--- src/hdl/bfr_pkg.sv ---
// Shared types and constants for the bitmap font text renderer.
package bfr_pkg;

  localparam int unsigned STORE_DEPTH_DEF = 4096;
  localparam int unsigned MAX_ROWS_DEF    = 32;

  localparam int unsigned CFG_IDX_W  = 3;
  localparam int unsigned CFG_DATA_W = 30;

  localparam logic [CFG_IDX_W-1:0] CFG_FB_BASE      = 3'd0;
  localparam logic [CFG_IDX_W-1:0] CFG_LINE_PITCH   = 3'd1;
  localparam logic [CFG_IDX_W-1:0] CFG_GLYPH_COUNT  = 3'd2;
  localparam logic [CFG_IDX_W-1:0] CFG_GLYPH_HEIGHT = 3'd3;
  localparam logic [CFG_IDX_W-1:0] CFG_GLYPH_WIDTH  = 3'd4;
  localparam logic [CFG_IDX_W-1:0] CFG_GLYPH_BYTES  = 3'd5;

  localparam int unsigned MODE_W = 2;
  localparam logic [MODE_W-1:0] MODE_PRINT = 2'd0;
  localparam logic [MODE_W-1:0] MODE_SET   = 2'd1;
  localparam logic [MODE_W-1:0] MODE_DRAW  = 2'd2;
  localparam logic [MODE_W-1:0] MODE_LOAD  = 2'd3;

  localparam logic [7:0] CHAR_CR = 8'h0D;
  localparam logic [7:0] CHAR_LF = 8'h0A;

  localparam int unsigned IN_DATA_W  = 64;
  localparam int unsigned OUT_DATA_W = 40;
  // Widest store index over the parameter range
  localparam int unsigned IDX_W      = 16;
  localparam int unsigned ROW_CNT_W  = 6;

  typedef struct packed {
    logic [15:0]          line_pitch;
    logic [ROW_CNT_W-1:0] rows;
    logic [7:0]           keep;
  } draw_cfg_t;

  typedef struct packed {
    logic             load;
    logic [IDX_W-1:0] idx;
    logic [31:0]      addr;
    logic [7:0]       font_byte;
  } cmd_t;

endpackage

--- src/hdl/bfr_front.sv ---
// Front end: config registers, cursor, item classification and address setup.
module bfr_front #(
  parameter int unsigned GLYPH_STORE_DEPTH = bfr_pkg::STORE_DEPTH_DEF,
  parameter int unsigned MAX_GLYPH_ROWS    = bfr_pkg::MAX_ROWS_DEF
) (
  input  logic                            clk_i,
  input  logic                            rst_ni,
  input  logic                            s_axis_tvalid,
  output logic                            s_axis_tready,
  input  logic [bfr_pkg::IN_DATA_W-1:0]   s_axis_tdata,
  input  logic [bfr_pkg::MODE_W-1:0]      s_axis_tuser,
  input  logic                            cfg_we_i,
  input  logic [bfr_pkg::CFG_IDX_W-1:0]   cfg_index_i,
  input  logic [bfr_pkg::CFG_DATA_W-1:0]  cfg_data_i,
  output logic                            cmd_valid_o,
  input  logic                            cmd_ready_i,
  output bfr_pkg::cmd_t                   cmd_o,
  output bfr_pkg::draw_cfg_t              draw_cfg_o
);
  import bfr_pkg::*;

  localparam int unsigned AW         = $clog2(GLYPH_STORE_DEPTH);
  localparam int unsigned RED_W      = 24;
  // Glyph base stays below 2^14, store depth is at least 2^8
  localparam int unsigned FOLD_STEPS = 6;

  // Reduce a store index modulo the store depth by conditional subtracts
  function automatic logic [RED_W-1:0] fold(input logic [RED_W-1:0] v);
    logic [RED_W-1:0] r;
    logic [RED_W-1:0] m;
    int               k;
    r = v;
    for (k = FOLD_STEPS - 1; k >= 0; k--) begin
      m = RED_W'(GLYPH_STORE_DEPTH) << k;
      if (r >= m) r = r - m;
    end
    return r;
  endfunction

  // Configuration
  logic [29:0] fb_base_q;
  logic [15:0] line_pitch_q;
  logic [8:0]  glyph_count_q;
  logic [5:0]  glyph_height_q;
  logic [3:0]  glyph_width_q;
  logic [5:0]  glyph_bytes_q;

  always_ff @(posedge clk_i or negedge rst_ni) begin
    if (!rst_ni) begin
      fb_base_q      <= 30'd0;
      line_pitch_q   <= 16'd4096;
      glyph_count_q  <= 9'd256;
      glyph_height_q <= 6'd16;
      glyph_width_q  <= 4'd8;
      glyph_bytes_q  <= 6'd16;
    end else if (cfg_we_i) begin
      case (cfg_index_i)
        CFG_FB_BASE:      fb_base_q      <= cfg_data_i;
        CFG_LINE_PITCH:   line_pitch_q   <= cfg_data_i[15:0];
        CFG_GLYPH_COUNT:  glyph_count_q  <= cfg_data_i[8:0];
        CFG_GLYPH_HEIGHT: glyph_height_q <= cfg_data_i[5:0];
        CFG_GLYPH_WIDTH:  glyph_width_q  <= cfg_data_i[3:0];
        CFG_GLYPH_BYTES:  glyph_bytes_q  <= cfg_data_i[5:0];
        default: ;
      endcase
    end
  end

  logic [ROW_CNT_W-1:0] rows;
  logic [3:0]           width;
  logic [3:0]           cell_w;
  logic [7:0]           keep;

  always_comb begin
    rows = (glyph_height_q > MAX_GLYPH_ROWS) ? ROW_CNT_W'(MAX_GLYPH_ROWS) : glyph_height_q;
    if (glyph_width_q == 4'd0) begin
      width = 4'd1;
    end else if (glyph_width_q > 4'd8) begin
      width = 4'd8;
    end else begin
      width = glyph_width_q;
    end
    cell_w = width + 4'd1;
    keep   = 8'(8'hFF << (4'd8 - width));
  end

  assign draw_cfg_o = '{line_pitch: line_pitch_q, rows: rows, keep: keep};

  // Input item fields
  logic [MODE_W-1:0] in_mode;
  logic [7:0]        in_code;
  logic [15:0]       in_col, in_row;
  logic [11:0]       in_fidx;
  logic [7:0]        in_fbyte;
  logic              in_ctl, in_draw, in_keep, accept;

  assign in_mode  = s_axis_tuser;
  assign in_code  = s_axis_tdata[7:0];
  assign in_col   = s_axis_tdata[23:8];
  assign in_row   = s_axis_tdata[39:24];
  assign in_fidx  = s_axis_tdata[51:40];
  assign in_fbyte = s_axis_tdata[59:52];

  assign in_ctl  = (in_code == CHAR_CR) || (in_code == CHAR_LF);
  assign in_draw = ((in_mode == MODE_PRINT) || (in_mode == MODE_DRAW)) && !in_ctl;
  // Drop items that leave no work for the back end
  assign in_keep = (in_mode == MODE_LOAD) || (in_draw && (rows != '0));
  assign accept  = s_axis_tvalid && s_axis_tready;

  // Cursor
  logic [15:0] cur_col_q, cur_row_q;

  always_ff @(posedge clk_i or negedge rst_ni) begin
    if (!rst_ni) begin
      cur_col_q <= 16'd0;
      cur_row_q <= 16'd0;
    end else if (accept) begin
      case (in_mode)
        MODE_PRINT: begin
          if (in_code == CHAR_CR) begin
            cur_col_q <= 16'd0;
          end else if (in_code == CHAR_LF) begin
            cur_col_q <= 16'd0;
            cur_row_q <= cur_row_q + 16'd1;
          end else begin
            cur_col_q <= cur_col_q + 16'd1;
          end
        end
        MODE_SET: begin
          cur_col_q <= in_col;
          cur_row_q <= in_row;
        end
        default: ;
      endcase
    end
  end

  // Three-stage setup pipeline
  logic a_v_q, b_v_q, c_v_q;
  logic en_a, en_b, en_c;

  assign en_c          = !c_v_q || cmd_ready_i;
  assign en_b          = !b_v_q || en_c;
  assign en_a          = !a_v_q || en_b;
  assign s_axis_tready = en_a;

  always_ff @(posedge clk_i or negedge rst_ni) begin
    if (!rst_ni) begin
      a_v_q <= 1'b0;
      b_v_q <= 1'b0;
      c_v_q <= 1'b0;
    end else begin
      if (en_a) a_v_q <= accept && in_keep;
      if (en_b) b_v_q <= a_v_q;
      if (en_c) c_v_q <= b_v_q;
    end
  end

  // Stage A: cell position and glyph number
  logic        a_load_q;
  logic [15:0] a_col_q, a_row_q;
  logic [7:0]  a_glyph_q;
  logic [11:0] a_fidx_q;
  logic [7:0]  a_fbyte_q;

  always_ff @(posedge clk_i) begin
    if (en_a) begin
      a_load_q  <= (in_mode == MODE_LOAD);
      a_col_q   <= (in_mode == MODE_PRINT) ? cur_col_q : in_col;
      a_row_q   <= (in_mode == MODE_PRINT) ? cur_row_q : in_row;
      a_glyph_q <= ({1'b0, in_code} < glyph_count_q) ? in_code : 8'd0;
      a_fidx_q  <= in_fidx;
      a_fbyte_q <= in_fbyte;
    end
  end

  // Stage B: small products
  logic          b_load_q;
  logic [21:0]   b_rh_q;
  logic [19:0]   b_cw_q;
  logic [13:0]   b_gb_q;
  logic [AW-1:0] b_fidx_q;
  logic [7:0]    b_fbyte_q;
  logic [RED_W-1:0] fidx_fold;

  assign fidx_fold = fold(RED_W'(a_fidx_q));

  always_ff @(posedge clk_i) begin
    if (en_b) begin
      b_load_q  <= a_load_q;
      b_rh_q    <= {6'd0, a_row_q} * {16'd0, rows};
      b_cw_q    <= {4'd0, a_col_q} * {16'd0, cell_w};
      b_gb_q    <= {6'd0, a_glyph_q} * {8'd0, glyph_bytes_q};
      b_fidx_q  <= fidx_fold[AW-1:0];
      b_fbyte_q <= a_fbyte_q;
    end
  end

  // Stage C: row offset, column offset and start index
  logic          c_load_q;
  logic [31:0]   c_rhp_q, c_offs_q;
  logic [AW-1:0] c_idx_q;
  logic [7:0]    c_fbyte_q;
  logic [37:0]   rhp_full;
  logic [RED_W-1:0] gb_fold;

  assign rhp_full = {16'd0, b_rh_q} * {22'd0, line_pitch_q};
  assign gb_fold  = fold(RED_W'(b_gb_q));

  always_ff @(posedge clk_i) begin
    if (en_c) begin
      c_load_q  <= b_load_q;
      c_rhp_q   <= rhp_full[31:0];
      c_offs_q  <= 32'(fb_base_q) + 32'({b_cw_q, 2'b00});
      c_idx_q   <= b_load_q ? b_fidx_q : gb_fold[AW-1:0];
      c_fbyte_q <= b_fbyte_q;
    end
  end

  assign cmd_valid_o = c_v_q;
  assign cmd_o = '{load:      c_load_q,
                   idx:       IDX_W'(c_idx_q),
                   addr:      c_rhp_q + c_offs_q,
                   font_byte: c_fbyte_q};

endmodule

--- config.mk ---
export PLATFORM = sky130hd
export DESIGN_NAME = bfr_front
export DESIGN_NICKNAME = d
export VERILOG_FILES = /design/src/hdl/bfr_pkg.sv /design/src/hdl/bfr_front.sv
export SDC_FILE = /design/constraint.sdc
export NUM_CORES = 2
export LEC_CHECK = 0
export ABC_AREA = 1
export BUFFER_PORTS_ARGS = -buffer_cell sky130_fd_sc_hd__buf_4
export CORE_ASPECT_RATIO = 1.4
export CORE_MARGIN = 4
export CORE_UTILIZATION = 58
export CTS_CLUSTER_SIZE = 30
export DETAILED_ROUTE_END_ITERATION = 10
export PLACE_DENSITY = 0.89
export SYNTH_ARGS = -nofsm -noshare
export SYNTH_HDL_FRONTEND = slang
export SYNTH_SLANG_ARGS = --single-unit
--- constraint.sdc ---
create_clock -name clk_i -period 5.15 [get_ports clk_i]
set_clock_uncertainty 0.2 [all_clocks]
set_input_delay 0.7725 -clock clk_i [delete_from_list [all_inputs] [get_ports clk_i]]
set_output_delay 0.7725 -clock clk_i [all_outputs]
set_load 0.01 [all_outputs]
# Yosys cells after proc, flatten, opt, wreduce, memory -nomap -nowiden
# Index checks and enable logic that the tools add are counted.
# totals
elab_cells	99
regBits	329
# classes
reduce_logical	27
n_shift	1
n_lt_le_gt_ge	5
mul	4
eq_ne	12
muxes	14
add_sub_neg	8
# op_table
operator	count
$mux 16	6
$pmux 16 s2	2
$add 16x1->16 const B	2
$add 32x32->32	1
$mul 22x16->32	1
$add 30x22->31	1
$ge 24x13->1 const B	1
$mux 12	2
$mux 24	1
$mul 16x6->22	1
$mul 16x4->20	1
$eq 8x4->1 const B	2
$sub 14x14->15 const B	1
$ge 14x14->1 const B	1
$mul 8x6->14	1
$reduce_and 2->1	7
$sub 12x1->12 const B	1
$lt 8x9->1	1
$mux 4	2
$shl 8x4->8 const A	1
$eq 3x2->1 const B	2
$eq 3x3->1 const B	2
$gt 6x6->1 const B	1
$logic_or 1x1->1	6
16 further kinds	24

# Depth between registers and ports, before layout
# depth
word_depth	7
mapped_depth	28
depth_no_buf	26

# Worst setup path before layout
# No wires, ideal clock.
# synth_timing
path_kind	flip-flop to flip-flop
startpoint	reg line_pitch_q[13]
endpoint	reg c_rhp_q[31] (data pin)
stages_incl_launch_ff	25
setup_ns	0.252
slack_ns	-0.479
required_time_ns	4.698
arrival_ns	5.176
period_less_slack_ns	5.629
cell_sequence	dfrtp_1 clkbuf_1 clkbuf_1 nand2_1 fa_1 inv_1 fa_1 inv_1 fa_1 fa_1 inv_1 fa_1 inv_1 fa_1 inv_1 ha_1 nand2_1 inv_1 nand3_1 nor3_1 nand3_1 nand2_1 inv_1 nand2_1 nand2_1
# synth_via
elab_chain_cells	1
# synth_lines
element	line	text
start, declared	bfr_front.sv:42	logic [15:0] line_pitch_q;
start signal, assigned	bfr_front.sv:59	CFG_LINE_PITCH: line_pitch_q <= cfg_data_i[15:0];
$mul 22x16->32	bfr_front.sv:207	assign rhp_full = {16'd0, b_rh_q} * {22'd0, line_pitch_q};
via rhp_full[31]	bfr_front.sv:204	logic [37:0] rhp_full;
end signal, assigned	bfr_front.sv:213	c_rhp_q <= rhp_full[31:0];
end, declared	bfr_front.sv:201	logic [31:0] c_rhp_q, c_offs_q;
# The timed path passes the listed nets, and every way through them passes these cells.
# A chain may end at the register's enable or synchronous reset.

# Final worst setup path
# layout_timing
startpoint	reg b_rh_q[4]
endpoint	reg c_rhp_q[23] (data pin)
# layout_via
elab_chain_cells	1
# layout_lines
element	line	text
start, declared	bfr_front.sv:179	logic [21:0] b_rh_q;
start signal, assigned	bfr_front.sv:191	b_rh_q <= {6'd0, a_row_q} * {16'd0, rows};
$mul 22x16->32	bfr_front.sv:207	
via rhp_full[23]	bfr_front.sv:204	
# The timed path passes the listed nets, and every way through them passes these cells.

==> impl_metrics.toml <==
[drt]
ant_nets = 0
wl_per_cell_um = 19.76
via_count = 30480
dr.pass1.iters = 8
viasPerCell = 5.788
drt_wl_total_um = 104000
initialDrtViolationCount = 3017
drc = 0

[synth]
syn-instance-count = 4166
synth.top_cell.area_share = 0.2231
synth.area.top_cells = "fa_1, edfxtp_1, nand2_1"
synth-edff-count = 220
synth_top_flop_cell = "edfxtp_1"
synth_seq_area_share = 0.2754
synth.most_common_cell = "nand2_1"
async_reset_ff_frac = 0.3252
synthDistinctLibCells = 52
syn-cell-area_um2 = 33640
yosysWarningCount = 0
post_synth.cell_area_avg_um2 = 8.076
ys_seq_elements = 326
synthTopCellsByCount = "nand2_1, inv_1, fa_1, nor2_1, edfxtp_1"
synth_top_cell_by_area = "fa_1"

[timing]
holdWs_ns = 0.1323
worst_slack_ns = -0.8119
max_freq_ghz = 0.1677
slew_headroom = 0.3122
worst_slew_pin_slew_ns = 1.029
finalCritPeriodShare = 1.158
hold_viol_final = 0
setup_viol = 23
period_needed_ns = 5.962
rsz0062_at_grt = "yes"
slew_violations = 0
finalSetupTns_ns = -13.69

[clocking]
h-tree-depth = 2
numCtsBuffers = 36
insertion_delay_ns = 0.59
cts_tree = "built"
cts.path.max_buffers = 3
root_buffer = "clkbuf_16"
clk_pin_slew_worst_paths_ns = 0.07
clkSinkCount = 326
postCtsHoldBufs = 0

[finish]
areaGrowthSynthToFinish_pct = 18.92
fin_nets = 5191
drive_above_1_share = 0.1809
fin_cells = 5266

[floorplanning]
die_w_um = 211.6
start_util = 0.5850
coreArea_um2 = 57520
die_h_um = 293.0
num_rows = 104
dieArea_um2 = 61980
ios = 193

[status]
status = "finished, violations left"
violations = "negative setup slack"

[placement]
pre_cts_ws_ns = -0.4646
port_buffers = 183
gp_congestion = 0.9544
place_inst = 5125
hpwl_um = 71630

[critical_path]
path_cells = "buf_2 > nand2_1 > fa_1 > inv_1 > fa_1 > inv_1 > fa_2 > inv_2 > fa_2 > fa_1 > inv_2 > fa_1 > inv_2 > ha_4 > nand2_4 > buf_4 > nor3_4 > nand2_1 > nand2_2 > nand2_2 > nand3_2 > nand2_1"
crit_end = "c_rhp_q[23]"
worstPathRequired_ns = 5.27
worst_setup_path_end_kind = "flop"
timing.rr.start = "b_rh_q[4]"
critPathLaunchType = "flop"
worstPathMaxFanout = 5
crit_start = "b_rh_q[4]"
r2r-end = "c_rhp_q[23]"
r2r_cells = 22
crit_top_cell = "fa_1"
cp.arrival_ns = 6.08
reg2reg_slack_ns = -0.81
cpPeakStageDelay_ns = 0.58
cp_slowest_cell = "fa_1"
critPathKind = "flop to flop"

[global_routing]
grtUsageTotal = 0.3153
antenna_found_initial = 3
grt_max_degree = 70
grt_pass1_vias = 31270
grt_first_pass_wirelength_um = 156300
overflow = 0

[hold_path]
hp-class = "input pin to async pin"

[run]
cap_violations = 0
[placed cells by master, fill, tap and decap left out, types with 143 or more instances in the layout]
cell | netlist | final
fa_1 | 375 | 356
buf_4 | 8 | 338
o21ai_0 | 149 | 143
inv_1 | 885 | 828
edfxtp_1 | 220 | 220
ha_1 | 217 | 194
nor2_1 | 231 | 210
nand3_1 | 156 | 143
nand2_1 | 1173 | 1118
a21oi_1 | 190 | 169
[cells by family after synthesis]
family,after synthesis,share of synthesized area
AND/OR/NAND/NOR,1699,0.2080
buffers and inverters,1025,0.1165
adder cells (fa/ha/maj),592,0.3038
AO/OA/AOI/OAI,411,0.06568
flip-flops,326,0.2754
XOR/XNOR,91,0.02369
multiplexers,20,0.006694
other,2,0.0002232
[flip-flops by register name, indices dropped and copies added, names as in the netlist, 16 cells and up]
signal	flops
cur_col_q	16
c_offs_q	31
cur_row_q	16
a_row_q	16
a_col_q	16
line_pitch_q	16
b_rh_q	22
fb_base_q	30
c_rhp_q	32
b_cw_q	20
[layer usage]
layer / up-vias / wire length, µm / GRT usage / share of wire
li1: 13440 / - / - / -
met1: 14360 / 33900 / 0.3469 / 0.33
met2: 1965 / 50670 / 0.5448 / 0.49
met3: 718 / 9858 / 0.07145 / 0.095
met4: 0 / 9604 / 0.2056 / 0.092
met5: - / 0 / 0 / 0
[worst max-delay path, delay by kind of cell, from the launching register on]
family | cells | cell delay [ns]
buffers and inverters | 7 | 0.81
adder cells (fa/ha/maj) | 7 | 3.31
flip-flops | 1 | 0.54
AND/OR/NAND/NOR | 8 | 0.83
[worst min path at each step]
stage	slack, ns	end	cells past startpoint	startpoint
after global routing	0.13	a_fidx_q[7]	1	s_axis_tdata[47]
after detailed placement	0.20	b_fidx_q[10]	0	a_fidx_q[10]
after CTS	0.14	a_fidx_q[9]	1	s_axis_tdata[49]
after global placement	0.20	b_fbyte_q[4]	0	a_fbyte_q[4]
final	0.13	cur_col_q[11]	1	rst_ni
after floorplan	0.20	b_fbyte_q[0]	0	a_fbyte_q[0]
[metrics by stage]
stage | instance area (µm²) | util
2_1_floorplan | 34260 | -
3_3_place_gp | 37050 | 0.6442
3_5_place_dp | 37050 | 0.6442
4_1_cts | 39200 | 0.6816
5_1_grt | 40010 | 0.6956
6_report | 40010 | 0.6957
[final cells by class]
cell class              count  area [µm²]
flip-flops and latches    326        9278
repair buffers            414        3600
well taps                 742       928.4
multi-input cells        2818       21580
diodes                      2       5.005
clock buffers              41       919.6
inverters                 899        3378
clock inverters            24       322.8
fillers                  3969       17500
[repair_timing]
item                                    4_1_cts  5_1_grt
buffers inserted                             46       30
endpoints found under the setup margin       24       24
gates resized for setup                     133      174
gates cloned                                  0        2
pin swaps                                    51      100
Power is left out: the tool's default activity adds up to more than one toggle a clock period on the data nets, which glitch-free logic cannot reach.
