--- src/hdl/bfr_pkg.sv ---
// Shared types and constants for the bitmap font text renderer.
package bfr_pkg;

  localparam int unsigned STORE_DEPTH_DEF = 4096;
  localparam int unsigned MAX_ROWS_DEF    = 32;

  localparam int unsigned CFG_IDX_W  = 3;
  localparam int unsigned CFG_DATA_W = 30;

  localparam logic [CFG_IDX_W-1:0] CFG_FB_BASE      = 3'd0;
  localparam logic [CFG_IDX_W-1:0] CFG_LINE_PITCH   = 3'd1;
  localparam logic [CFG_IDX_W-1:0] CFG_GLYPH_COUNT  = 3'd2;
  localparam logic [CFG_IDX_W-1:0] CFG_GLYPH_HEIGHT = 3'd3;
  localparam logic [CFG_IDX_W-1:0] CFG_GLYPH_WIDTH  = 3'd4;
  localparam logic [CFG_IDX_W-1:0] CFG_GLYPH_BYTES  = 3'd5;

  localparam int unsigned MODE_W = 2;
  localparam logic [MODE_W-1:0] MODE_PRINT = 2'd0;
  localparam logic [MODE_W-1:0] MODE_SET   = 2'd1;
  localparam logic [MODE_W-1:0] MODE_DRAW  = 2'd2;
  localparam logic [MODE_W-1:0] MODE_LOAD  = 2'd3;

  localparam logic [7:0] CHAR_CR = 8'h0D;
  localparam logic [7:0] CHAR_LF = 8'h0A;

  localparam int unsigned IN_DATA_W  = 64;
  localparam int unsigned OUT_DATA_W = 40;
  // Widest store index over the parameter range
  localparam int unsigned IDX_W      = 16;
  localparam int unsigned ROW_CNT_W  = 6;

  typedef struct packed {
    logic [15:0]          line_pitch;
    logic [ROW_CNT_W-1:0] rows;
    logic [7:0]           keep;
  } draw_cfg_t;

  typedef struct packed {
    logic             load;
    logic [IDX_W-1:0] idx;
    logic [31:0]      addr;
    logic [7:0]       font_byte;
  } cmd_t;

endpackage

--- src/hdl/bfr_queue.sv ---
// Two-entry command queue between the front end and the drawing back end.
module bfr_queue (
  input  logic          clk_i,
  input  logic          rst_ni,
  input  logic          push_valid_i,
  output logic          push_ready_o,
  input  bfr_pkg::cmd_t push_data_i,
  output logic          pop_valid_o,
  input  logic          pop_ready_i,
  output bfr_pkg::cmd_t pop_data_o
);
  import bfr_pkg::*;

  cmd_t       entry_q [2];
  logic       wr_ptr_q, rd_ptr_q;
  logic [1:0] count_q;
  logic       push, pop;

  assign push_ready_o = (count_q != 2'd2);
  assign pop_valid_o  = (count_q != 2'd0);
  assign pop_data_o   = entry_q[rd_ptr_q];
  assign push         = push_valid_i && push_ready_o;
  assign pop          = pop_valid_o && pop_ready_i;

  always_ff @(posedge clk_i) begin
    if (push) begin
      entry_q[wr_ptr_q] <= push_data_i;
    end
  end

  always_ff @(posedge clk_i or negedge rst_ni) begin
    if (!rst_ni) begin
      wr_ptr_q <= 1'b0;
      rd_ptr_q <= 1'b0;
      count_q  <= 2'd0;
    end else begin
      if (push) wr_ptr_q <= ~wr_ptr_q;
      if (pop)  rd_ptr_q <= ~rd_ptr_q;
      case ({push, pop})
        2'b10:   count_q <= count_q + 2'd1;
        2'b01:   count_q <= count_q - 2'd1;
        default: count_q <= count_q;
      endcase
    end
  end

endmodule

--- config.mk ---
export PLATFORM = sky130hd
export DESIGN_NAME = bfr_queue
export DESIGN_NICKNAME = d
export VERILOG_FILES = /design/src/hdl/bfr_pkg.sv /design/src/hdl/bfr_queue.sv
export SDC_FILE = /design/constraint.sdc
export NUM_CORES = 1
export LEC_CHECK = 0
export BUFFER_PORTS_ARGS = -buffer_cell sky130_fd_sc_hd__buf_2
export CAP_MARGIN = 0
export CORE_UTILIZATION = 56
export CTS_CLUSTER_SIZE = 25
export DETAILED_ROUTE_END_ITERATION = 6
export GPL_TIMING_DRIVEN = 0
export PLACE_DENSITY = 0.85
export SYNTH_ARGS = -nofsm -noshare
export SYNTH_HDL_FRONTEND = slang
export SYNTH_SLANG_ARGS = --single-unit
--- constraint.sdc ---
create_clock -name clk_i -period 7.9 [get_ports clk_i]
set_input_delay 0 -clock clk_i [delete_from_list [all_inputs] [get_ports clk_i]]
set_output_delay 0 -clock clk_i [all_outputs]
set_load 0.02 [all_outputs]
---- Word-level counts from Yosys, hierarchy flattened ----
Memories as Yosys holds them, arrays and structs flattened.
Cells that the tools add are included.
cells by class
  multiplexer cells ....................... 3
  equality and inequality tests ........... 3
  bitwise operators ....................... 2
  reduce and logical (&&, ||, !) cells .... 4
  $add $sub $neg .......................... 2
operators with widths
  cell                                                 number
  case mux 2 bit (2 select lines)                      1
  nonzero test 2 bit                                   2
  adder 2 x 1 -> 2 bit, second input constant          1
  equality test 2 x 1 -> 1 bit, second input constant  1
  equality test 2 bit, second input constant           1
  logical AND 1 bit                                    2
  two-way mux 1 bit                                    2
  inequality test 2 bit, second input constant         1
  NOT 1 bit                                            2
  subtractor 2 x 1 -> 2 bit, second input constant     1
word-level totals
  memory bits (writable) .................. 114
  logic and storage cells ................. 18
  input port bits ......................... 61
  register bits after elaboration ......... 4
  output and inout port bits .............. 59
  memories kept ........................... 1
memories
  name     words  width  read ports  clocked after Yosys merged registers in  wr ports  RTL line         RTL
  entry_q  2      57     1           0                                        1         bfr_queue.sv:14  cmd_t entry_q [2];

---- Logic depth before layout (Yosys ltp) ----
Gate-level depths: netlist of the first run.
  word-level depth ........................ 4
  gate-level depth with buffers ........... 6
  depth with buffers taken out ............ 6

---- Least setup slack after synthesis of the first run ----
No wires, ideal clock.
  kind .................................... register to register
  start ................................... reg count_q[0]
  end ..................................... mem entry_q[0][0] in the netlist's numbering, enable pin
  data arrival time ....................... 3.193 ns
  period minus slack after synthesis ...... 3.665 ns
  data required time ...................... 7.428 ns
  cell stages (with the launch flop) ...... 4
  path buffers ............................ 0
  library setup time ...................... 0.472 ns
  setup slack ............................. 4.235 ns
  cells stage by stage .................... dfrtp_1 nand2b_1 nand2_1 nor2_1
on the way
  longest elaborated chain between the ends .. 4
RTL lines
  element                                  RTL line         RTL
  start, declared                          bfr_queue.sv:16  logic [1:0] count_q;
  start signal, assigned                   bfr_queue.sv:40  2'b10: count_q <= count_q + 2'd1;
  start signal, assigned                   bfr_queue.sv:41  2'b01: count_q <= count_q - 2'd1;
  start signal, assigned                   bfr_queue.sv:42  default: count_q <= count_q;
  inequality test 2 bit                    bfr_queue.sv:19  assign push_ready_o = (count_q != 2'd2);
  via push_ready_o                         bfr_queue.sv:6   output logic push_ready_o,
  logical AND 1 bit                        bfr_queue.sv:22  assign push = push_valid_i && push_ready_o;
  two-way mux 1 bit                        bfr_queue.sv:26  if (push) begin
  two-way mux 1 bit (implied by the code)  bfr_queue.sv:27  entry_q[wr_ptr_q] <= push_data_i;
  end, declared                            bfr_queue.sv:14
The timed path passes the listed nets, and every way through them passes these cells.

---- Worst setup path after layout of the first run ----
  start ................................... reg count_q[0]
  end ..................................... mem entry_q[0][32] in the netlist's numbering, enable pin
on the way
  longest elaborated chain between the ends .. 4
RTL lines
  element                                  RTL line
  inequality test 2 bit                    bfr_queue.sv:19
  logical AND 1 bit                        bfr_queue.sv:22
  two-way mux 1 bit                        bfr_queue.sv:26
  two-way mux 1 bit (implied by the code)  bfr_queue.sv:27
No other way between the ends.

==> flow_metrics.py, run 1 <==
metrics = {
    "floorplanning": {
        "floorplan.io_pins": 120,
        "die-height_um": 90.5,
        "core.rowCount": 31,
        "core_sq_um": 7410,
        "die-area_sq_um": 8180,
        "die_x_um": 90.5,
        "start_util": 0.591,
    },
    "place": {
        "port_buffers": 119,
        "placed_cells_incl_taps": 414,
        "gp_congestion": 0.698,
        "dp_hpwl_mm": 4.63,
        "place_area_sq_um": 5150,
    },
    "pwr": {
        "p_leak_uw": 0.00253,
        "total_power_uw": 2510,
        "ir_worst_vdd_v": 0.000299,
        "power_density_nw_per_um2": 392,
    },
    "global_route": {
        "grt_overflow_total": 0,
        "grt_max_degree": 35,
        "grt_antenna_before_repair": 1,
        "track_usage": 0.238,
        "grt_pass1_vias": 2851,
        "grt_pass1_wl_mm": 14.2,
    },
    "worst_setup_path": {
        "critPathKind": "reg2reg",
        "startpoint_type": "flop",
        "worstPathMaxFanout": 32,
        "crit_arrival_ns": 2.21,
        "critPathCaptureType": "flop",
        "required_ns": 8.08,
    },
    "layout": {
        "nets": 457,
        "final_util": 0.864,
        "fin_area_sq_um": 6400,
        "instances_no_fill": 508,
        "multi_input_area_sq_um": 818,
        "area_growth_pct": 46.1,
        "drive_gt1_frac": 0.532,
        "fillers": 335,
        "register_area_sq_um": 3520,
    },
    "detailed_routing": {
        "drt-pass1-iter-count": 4,
        "avgRoutedWirePerCell_um": 17.9,
        "drt_wl_total_mm": 9.09,
        "dr_total_vias": 2574,
        "drcViolationCount": 0,
        "drt_iter0_markers": 93,
        "final_antenna_net_count": 0,
        "via_per_inst": 5.07,
    },
    "run_status": {
        "status": "complete, no violations",
    },
    "sta": {
        "slew_headroom": 0.476,
        "finalCritPeriodShare": 0.256,
        "hold_viol": 0,
        "fin_worst_skew_ns": 0.00816,
        "drv_slew": 0,
        "fmax_ghz": 0.495,
        "period_needed_ns": 2.02,
        "rsz0062_at_grt": "no",
        "tightest_slew_ns": 0.784,
        "setup_tns_ns": 0,
        "final-setup-viol-count": 0,
    },
    "synthesis": {
        "syn_inst": 194,
        "yosysTopAreaCellShare": 0.781,
        "yosys-top-cells-area": "edfxtp_1 (78%), mux2_2 (9.5%), mux2_4 (6.9%)",
        "syn-num-nets": 256,
        "synth-seq-area-share": 0.804,
        "yosys_warnings": 0,
        "yosysTopAreaCell": "edfxtp_1",
        "syn_avg_cell_area_sq_um": 22.6,
        "synth_area_sq_um": 4380,
        "ys_seq_elements": 118,
        "ys_types": 15,
    },
    "cts": {
        "cts.sinks": 118,
        "cts_buffers": 17,
        "post-cts-setup-buffers": 0,
        "cts_tree": "done",
        "cts_htree_levels": 4,
        "clock_path_buffers": 2,
        "clk_latency_ns": 0.49,
        "path_clk_slew_ns": 0.06,
        "root_buffer": "clkbuf_8",
    },
    "worst_hold_path": {
        "hold_class": "in2reg",
    },
    "flow_run": {
        "cap_violations": 0,
    },
}
==> through the flow <==
step	hold WS [ns]	setup WS (ns)
3_5_place_dp	-0.187	5.89
5_1_grt	0.212	5.75
6_report	0.228	5.88
4_1_cts	0.190	5.85
2_1_floorplan	-0.296	4.23
3_3_place_gp	-0.194	3.15
==> worst max-delay path, stage by stage, from the launching register on <==
cell	delay, ns
dfrtp_1	0.41
nand2b_1	0.17
nand2_1	0.17
nor2_4	0.64
buf_12	0.30
==> power breakdown <==
group          total (uW)  internal (uW)  switching [uW]  leakage (uW)
sequential            904            858            45.7       0.00111
clock                 820            546             274      0.000306
combinational         786            338             448       0.00112
==> cell families (layout without fill, tap and decap cells) <==
group         after synthesis  count (layout)  synth area share
simple gates                7               7           0.00828
buf+inv                     6             220            0.0111
other cells                 0               1                 0
flops                     118             118             0.804
xor+xnor                    5               5            0.0100
fa+ha+maj                   1               1           0.00286
mux                        57              57             0.164
==> sequential cells by signal, indices dropped and copies added, names as in the netlist <==
| name | count |
|---|---|
| wr_ptr_q | 1 |
| rd_ptr_q | 1 |
| entry_q | 114 |
| count_q | 2 |
==> Yosys cell counts (all sizes together) <==
master,instances
or2,1
buf,6
and2,1
xnor2,3
xor2,2
ha,1
dfrtp,4
nand2b,1
nand2,1
nor2,2
mux2,57
edfxtp,114
and3,1
==> routing by layer <==
layer	global-route usage	up-vias	part of all wire	routed length, um
li1	-	1175	-	-
met1	0.279	1252	0.40	3680
met2	0.413	136	0.52	4760
met3	0.0766	11	0.058	526
met4	0.0806	0	0.014	127
met5	0	-	0	0
==> repair_timing <==
item                      4_1_cts  5_1_grt
hold endpoints to repair      120        0
hold buffers                   61        0
gates resized for setup         0        0
==> layout by cell type (no fill, tap or decap), drive strengths merged <==
cell,n
mux2,57
dfrtp,4
edfxtp,114
buf,127
bufinv,5
and3,1
nand2b,1
and2,1
nor2,2
dlygate4sd3,61
diode,1
xor2,2
ha,1
or2,1
clkinv,6
inv,2
xnor2,3
clkinvlp,2
clkbuf,17
nand2,1
==> area by class of cell <==
type	count	area share
buffer	6	0.00762
timing repair buffer	182	0.195
antenna	1	0.000391
clock buffer	17	0.0647
tap	99	0.0193
multi-input combinational	70	0.128
clock inverter	15	0.0354
sequential	118	0.550
==> path summary, 6_finish.rpt <==
kind                                       from        endpoint  slack [ns]  depth (start not counted)
max in group asynchronous                rst_ni        rd_ptr_q        7.30                          3
worst max-delay path                 count_q[0]  entry_q[0][32]        5.88                          4
min in group asynchronous                rst_ni      count_q[1]        0.43                          3
worst min register to register       count_q[1]      count_q[1]        0.51                          1
worst min-delay path            push_data_i[54]  entry_q[1][54]        0.23                          2
worst max register to register       count_q[0]  entry_q[0][32]        5.88                          4
No activity file was read; power rests on OpenSTA's default activity.
==> run 2, diff against run 1 <==
Settings changed: CORE_UTILIZATION 56 to 52, PLACE_DENSITY 0.85 to 0.79.
Clock period 7.9 ns to 1.87 ns, I/O delays scaled along.
==> run 2 against run 1 <==
Non-clock buffer count is 1 lower. Critical endpoint is now pop_data_o[34]. Cell area decreased by 0.80%. Sequential cell count stayed put. Largest cell class unchanged. Critical path depth did not move. Largest power group unchanged. Sequential share of layout area is 0.44 points higher. Count of clock-buffer cells in the layout increased by 1.
==> flow_metrics.py, run 2 (synthesis results as in run 1) <==
metrics = {
    "sta": {
        "fmax_ghz": 0.565,
        "final-setup-viol-count": 0,
        "setup_tns_ns": 0,
        "period_needed_ns": 1.77,
        "hold_viol": 0,
        "slew_headroom": 0.450,
        "tightest_slew_ns": 0.824,
        "finalCritPeriodShare": 0.947,
        "rsz0062_at_grt": "no",
        "fin_worst_skew_ns": 0.0103,
        "drv_slew": 0,
    },
    "global_route": {
        "grt_antenna_before_repair": 0,
        "grt_pass1_wl_mm": 12.5,
        "track_usage": 0.200,
        "grt_pass1_vias": 2656,
        "grt_overflow_total": 0,
        "grt_max_degree": 58,
    },
    "detailed_routing": {
        "drt_iter0_markers": 121,
        "drt_wl_total_mm": 8.41,
        "drcViolationCount": 0,
        "via_per_inst": 4.88,
        "avgRoutedWirePerCell_um": 16.5,
        "final_antenna_net_count": 0,
        "dr_total_vias": 2494,
        "drt-pass1-iter-count": 4,
    },
    "worst_setup_path": {
        "cp_common_cell": "buf_6",
        "reg2reg_from": "count_q[0]",
        "worstPathMaxFanout": 10,
        "r2r_setup_slack_ns": 0.17,
        "required_ns": 1.87,
        "crit_buf_inv": 3,
        "max_stage_delay_ns": 0.42,
        "startpoint_type": "flop",
        "critPathSlowestCell": "dfrtp_1",
        "critPathKind": "reg2out",
        "setup.worst_path.start": "rd_ptr_q",
        "critPathCaptureType": "output port",
        "cpLargestDelayFamily": "buffers and inverters",
        "crit_arrival_ns": 1.77,
        "cp_cell_sequence": "buf_6 -> buf_6 -> mux2_4 -> buf_2",
    },
    "layout": {
        "final_cell_mix": "buf_2 (122), edfxtp_1 (114), dlygate4sd3_1 (61), mux2_2 (37), mux2_4 (20)",
        "top_regs": "entry_q (114), count_q (2)",
        "register_area_sq_um": 3520,
        "largest_register": "entry_q",
        "area_growth_pct": 45.0,
        "mostFrequentLayoutCell": "buf_2",
        "multi_input_area_sq_um": 843,
        "largest_reg_flops": 114,
        "fillers": 466,
        "drive_gt1_frac": 0.527,
        "antenna_cells": 0,
        "nets": 457,
    },
    "cts": {
        "clk_latency_ns": 0.49,
        "cts.sinks": 118,
        "cts_tree": "done",
        "clock_path_buffers": 2,
        "cts_htree_levels": 4,
        "root_buffer": "clkbuf_8",
        "path_clk_slew_ns": 0.06,
        "cts_buffers": 17,
    },
    "floorplanning": {
        "floorplan.io_pins": 120,
        "core_sq_um": 8180,
        "die_x_um": 93.8,
        "start_util": 0.536,
        "die-area_sq_um": 8800,
        "core.rowCount": 33,
        "die-height_um": 93.8,
    },
    "place": {
        "port_buffers": 119,
        "gp_congestion": 0.726,
        "dp_hpwl_mm": 4.60,
    },
    "pwr": {
        "power_density_nw_per_um2": 1620,
        "ir_worst_vdd_v": 0.00159,
        "p_leak_uw": 0.00251,
        "total_power_uw": 10300,
    },
    "worst_hold_path": {
        "hold_class": "in2reg",
        "hp-start": "push_data_i[17]",
    },
    "run_status": {
        "status": "complete, no violations",
    },
    "flow_run": {
        "cap_violations": 0,
    },
}
## run 2: cell count changes in the layout (fill, tap and decap cells not counted), moves of 2 or more
cell      delta
clkinv_2     +2
inv_6        -2
clkinv_4     -4
clkinv_1     +2
## run 2: layer usage
| layer | track usage | wire (um) |
|---|---|---|
| met1 | 0.219 | 3350 |
| met2 | 0.363 | 4580 |
| met3 | 0.0655 | 451 |
| met4 | 0.0692 | 24 |
| met5 | 0 | 0 |
## run 2: worst paths after layout
| check | to | cells past startpoint |
|---|---|---|
| min | entry_q[0][17] | 2 |
| min in group asynchronous | wr_ptr_q | 3 |
| max in group asynchronous | rd_ptr_q | 3 |
| max reg2reg | entry_q[1][43] | 2 |
| max | pop_data_o[34] | 4 |
| min reg2reg | count_q[0] | 1 |
## run 2: final cells by class
cell class	instances	area share
buffer	6	0.00768
clock buffer	18	0.0658
clock inverter	12	0.0254
multi-input combinational	71	0.133
sequential	118	0.555
tap	105	0.0207
timing repair buffer	181	0.193
## run 2: where the power goes
group          internal (uW)  total, uW  switching (uW)
clock                   2120       3160            1040
combinational           1420       3290            1870
sequential              3630       3820             192
total                   7170      10300            3100
## run 2: per-stage QoR
stage          hold slack (ns)  instances  setup slack [ns]  area [sq um]   util
2_1_floorplan           -0.296        194           -0.0530          4410      -
3_3_place_gp            -0.192        418            -0.463          5130  0.628
3_5_place_dp            -0.188        419            -0.266          5150  0.630
4_1_cts                  0.205        511            0.0667          6350  0.777
5_1_grt                  0.216        511            0.0327          6350  0.777
6_report                 0.228        511            0.0998          6350  0.777
## run 2: timing repair
action,4_1_cts,5_1_grt
hold endpoints to repair,120,0
resized for setup,1,0
setup endpoints to repair,85,0
buffers inserted,0,0
hold buffers,61,0
==> run 3, diff against run 2 <==
Settings changed: CORE_UTILIZATION 52 to 54, CTS_BUF_LIST set to sky130_fd_sc_hd__clkbuf_8, PLACE_DENSITY 0.79 to 0.82.
==> run 3 against run 2 <==
Maximum frequency up 2.8%. Critical path depth down 2. Critical path type is now reg2reg. Clock power down 26%. Largest power group unchanged. Sequential power about the same. First-iteration DRC count down 7.4%. Total power down 8.1%. Die area down 3.6%.
==> flow_metrics.py, run 3 (synthesis results as in run 1) <==
metrics = {
    "run_status": {
        "status": "complete, no violations",
    },
    "sta": {
        "fin_worst_skew_ns": 0.00646,
        "final-setup-viol-count": 0,
        "period_needed_ns": 1.72,
        "finalWorstSetupSlack_ns": 0.148,
        "tightest_slew_ns": 0.786,
        "fmax_ghz": 0.581,
        "slew_headroom": 0.476,
        "rsz0062_at_grt": "no",
        "fin_hold_ws_ns": 0.305,
        "hold_viol": 0,
        "finalCritPeriodShare": 0.921,
        "drv_slew": 0,
    },
    "detailed_routing": {
        "drcViolationCount": 0,
        "drt_iter0_markers": 112,
        "via_per_inst": 4.88,
        "dr_total_vias": 2489,
        "drt_wl_total_mm": 8.31,
        "final_antenna_net_count": 0,
        "avgRoutedWirePerCell_um": 16.3,
        "drt-pass1-iter-count": 4,
    },
    "flow_run": {
        "cap_violations": 0,
    },
    "cts": {
        "cts.sinks": 118,
        "path_clk_slew_ns": 0.07,
        "cts_buffers": 17,
        "root_buffer": "clkbuf_8",
        "cts_tree": "done",
        "cts_htree_levels": 4,
        "clock_path_buffers": 2,
        "post-cts-setup-buffers": 0,
        "clk_latency_ns": 0.41,
    },
    "floorplanning": {
        "core_sq_um": 7810,
        "die_x_um": 92.1,
        "core.rowCount": 32,
        "die-area_sq_um": 8480,
        "start_util": 0.561,
        "die-height_um": 92.1,
        "floorplan.io_pins": 120,
    },
    "worst_setup_path": {
        "critPathCaptureType": "flop",
        "required_ns": 1.91,
        "startpoint_type": "flop",
        "critPathKind": "reg2reg",
        "worstPathMaxFanout": 57,
        "crit_arrival_ns": 1.77,
        "reg2regPathDepth": 2,
    },
    "pwr": {
        "total_power_uw": 9440,
        "power_density_nw_per_um2": 1530,
        "p_leak_uw": 0.00243,
        "ir_worst_vdd_v": 0.00109,
    },
    "global_route": {
        "grt_pass1_vias": 2707,
        "grt_overflow_total": 0,
        "track_usage": 0.211,
        "grt_pass1_wl_mm": 13.0,
        "grt_max_degree": 58,
        "grt_antenna_before_repair": 0,
    },
    "layout": {
        "top_regs": "entry_q (114), count_q (2)",
        "final_cell_mix": "buf_2 (122), edfxtp_1 (114), dlygate4sd3_1 (61), mux2_2 (37), mux2_4 (20)",
        "nets": 457,
        "mostFrequentLayoutCell": "buf_2",
        "instances_no_fill": 510,
        "antenna_cells": 0,
        "drive_gt1_frac": 0.539,
        "area_growth_pct": 41.1,
        "largest_reg_flops": 114,
        "largest_register": "entry_q",
    },
    "place": {
        "port_buffers": 119,
        "placed_cells_incl_taps": 416,
        "gp_congestion": 0.678,
        "dp_hpwl_mm": 4.61,
        "place_ws_ns": -0.253,
    },
    "worst_hold_path": {
        "hold_depth": 2,
        "hold_class": "in2reg",
    },
}
-- run 3: per-stage QoR --
| stage | utilization | TNS, ns | area (sq um) |
|---|---|---|---|
| floorplan | - | -3.02 | 4410 |
| global placement | 0.657 | -38.27 | 5130 |
| detailed placement | 0.659 | -16.29 | 5150 |
| CTS | 0.792 | 0 | 6180 |
| global route | 0.792 | 0 | 6180 |
| finish | 0.792 | 0 | 6180 |
-- run 3: worst paths after layout --
kind                                  from             end  slack [ns]
hold / removal             push_data_i[28]  entry_q[1][28]        0.31
hold reg to reg                 count_q[0]      count_q[0]        0.55
setup / recovery                count_q[0]  entry_q[1][14]        0.15
setup reg to reg                count_q[0]  entry_q[1][14]        0.15
min in group asynchronous           rst_ni        wr_ptr_q        0.51
max in group asynchronous           rst_ni        rd_ptr_q        1.17
-- run 3: area by class of cell --
| cell class | count | area, sq um |
|---|---|---|
| Sequential cell | 118 | 3520 |
| Fill cell | 425 | 1630 |
| Timing Repair Buffer | 181 | 1230 |
| Multi-Input combinational cell | 71 | 843 |
| Clock buffer | 17 | 234 |
| Clock inverter | 15 | 179 |
| Tap cell | 102 | 128 |
| Buffer | 6 | 48.8 |
-- run 3: timing repair --
item	4_1_cts	5_1_grt
hold buffers	61	0
endpoints found under the hold margin	120	0
resized for setup	1	0
setup endpoints to repair	89	0
-- run 3: worst max-delay path, cell delays in order, from the launching register on --
cell	delay (ns)
dfrtp_1	0.42
nand2b_4	0.19
and3_4	0.71
-- run 3: report_power, final --
group          switching [uW]  internal [uW]  leakage (uW)
sequential                188           3620       0.00111
clock                    1020           1320      0.000198
combinational            1860           1420       0.00112
total                    3070           6360       0.00243
-- run 3: metal layers --
metal | share of wire | GRT usage | wire length [um] | vias up
li1 | - | - | - | 1171
met1 | 0.40 | 0.239 | 3350 | 1209
met2 | 0.53 | 0.365 | 4420 | 97
met3 | 0.051 | 0.0697 | 426 | 12
met4 | 0.014 | 0.0924 | 113 | 0
met5 | 0 | 0 | 0 | -
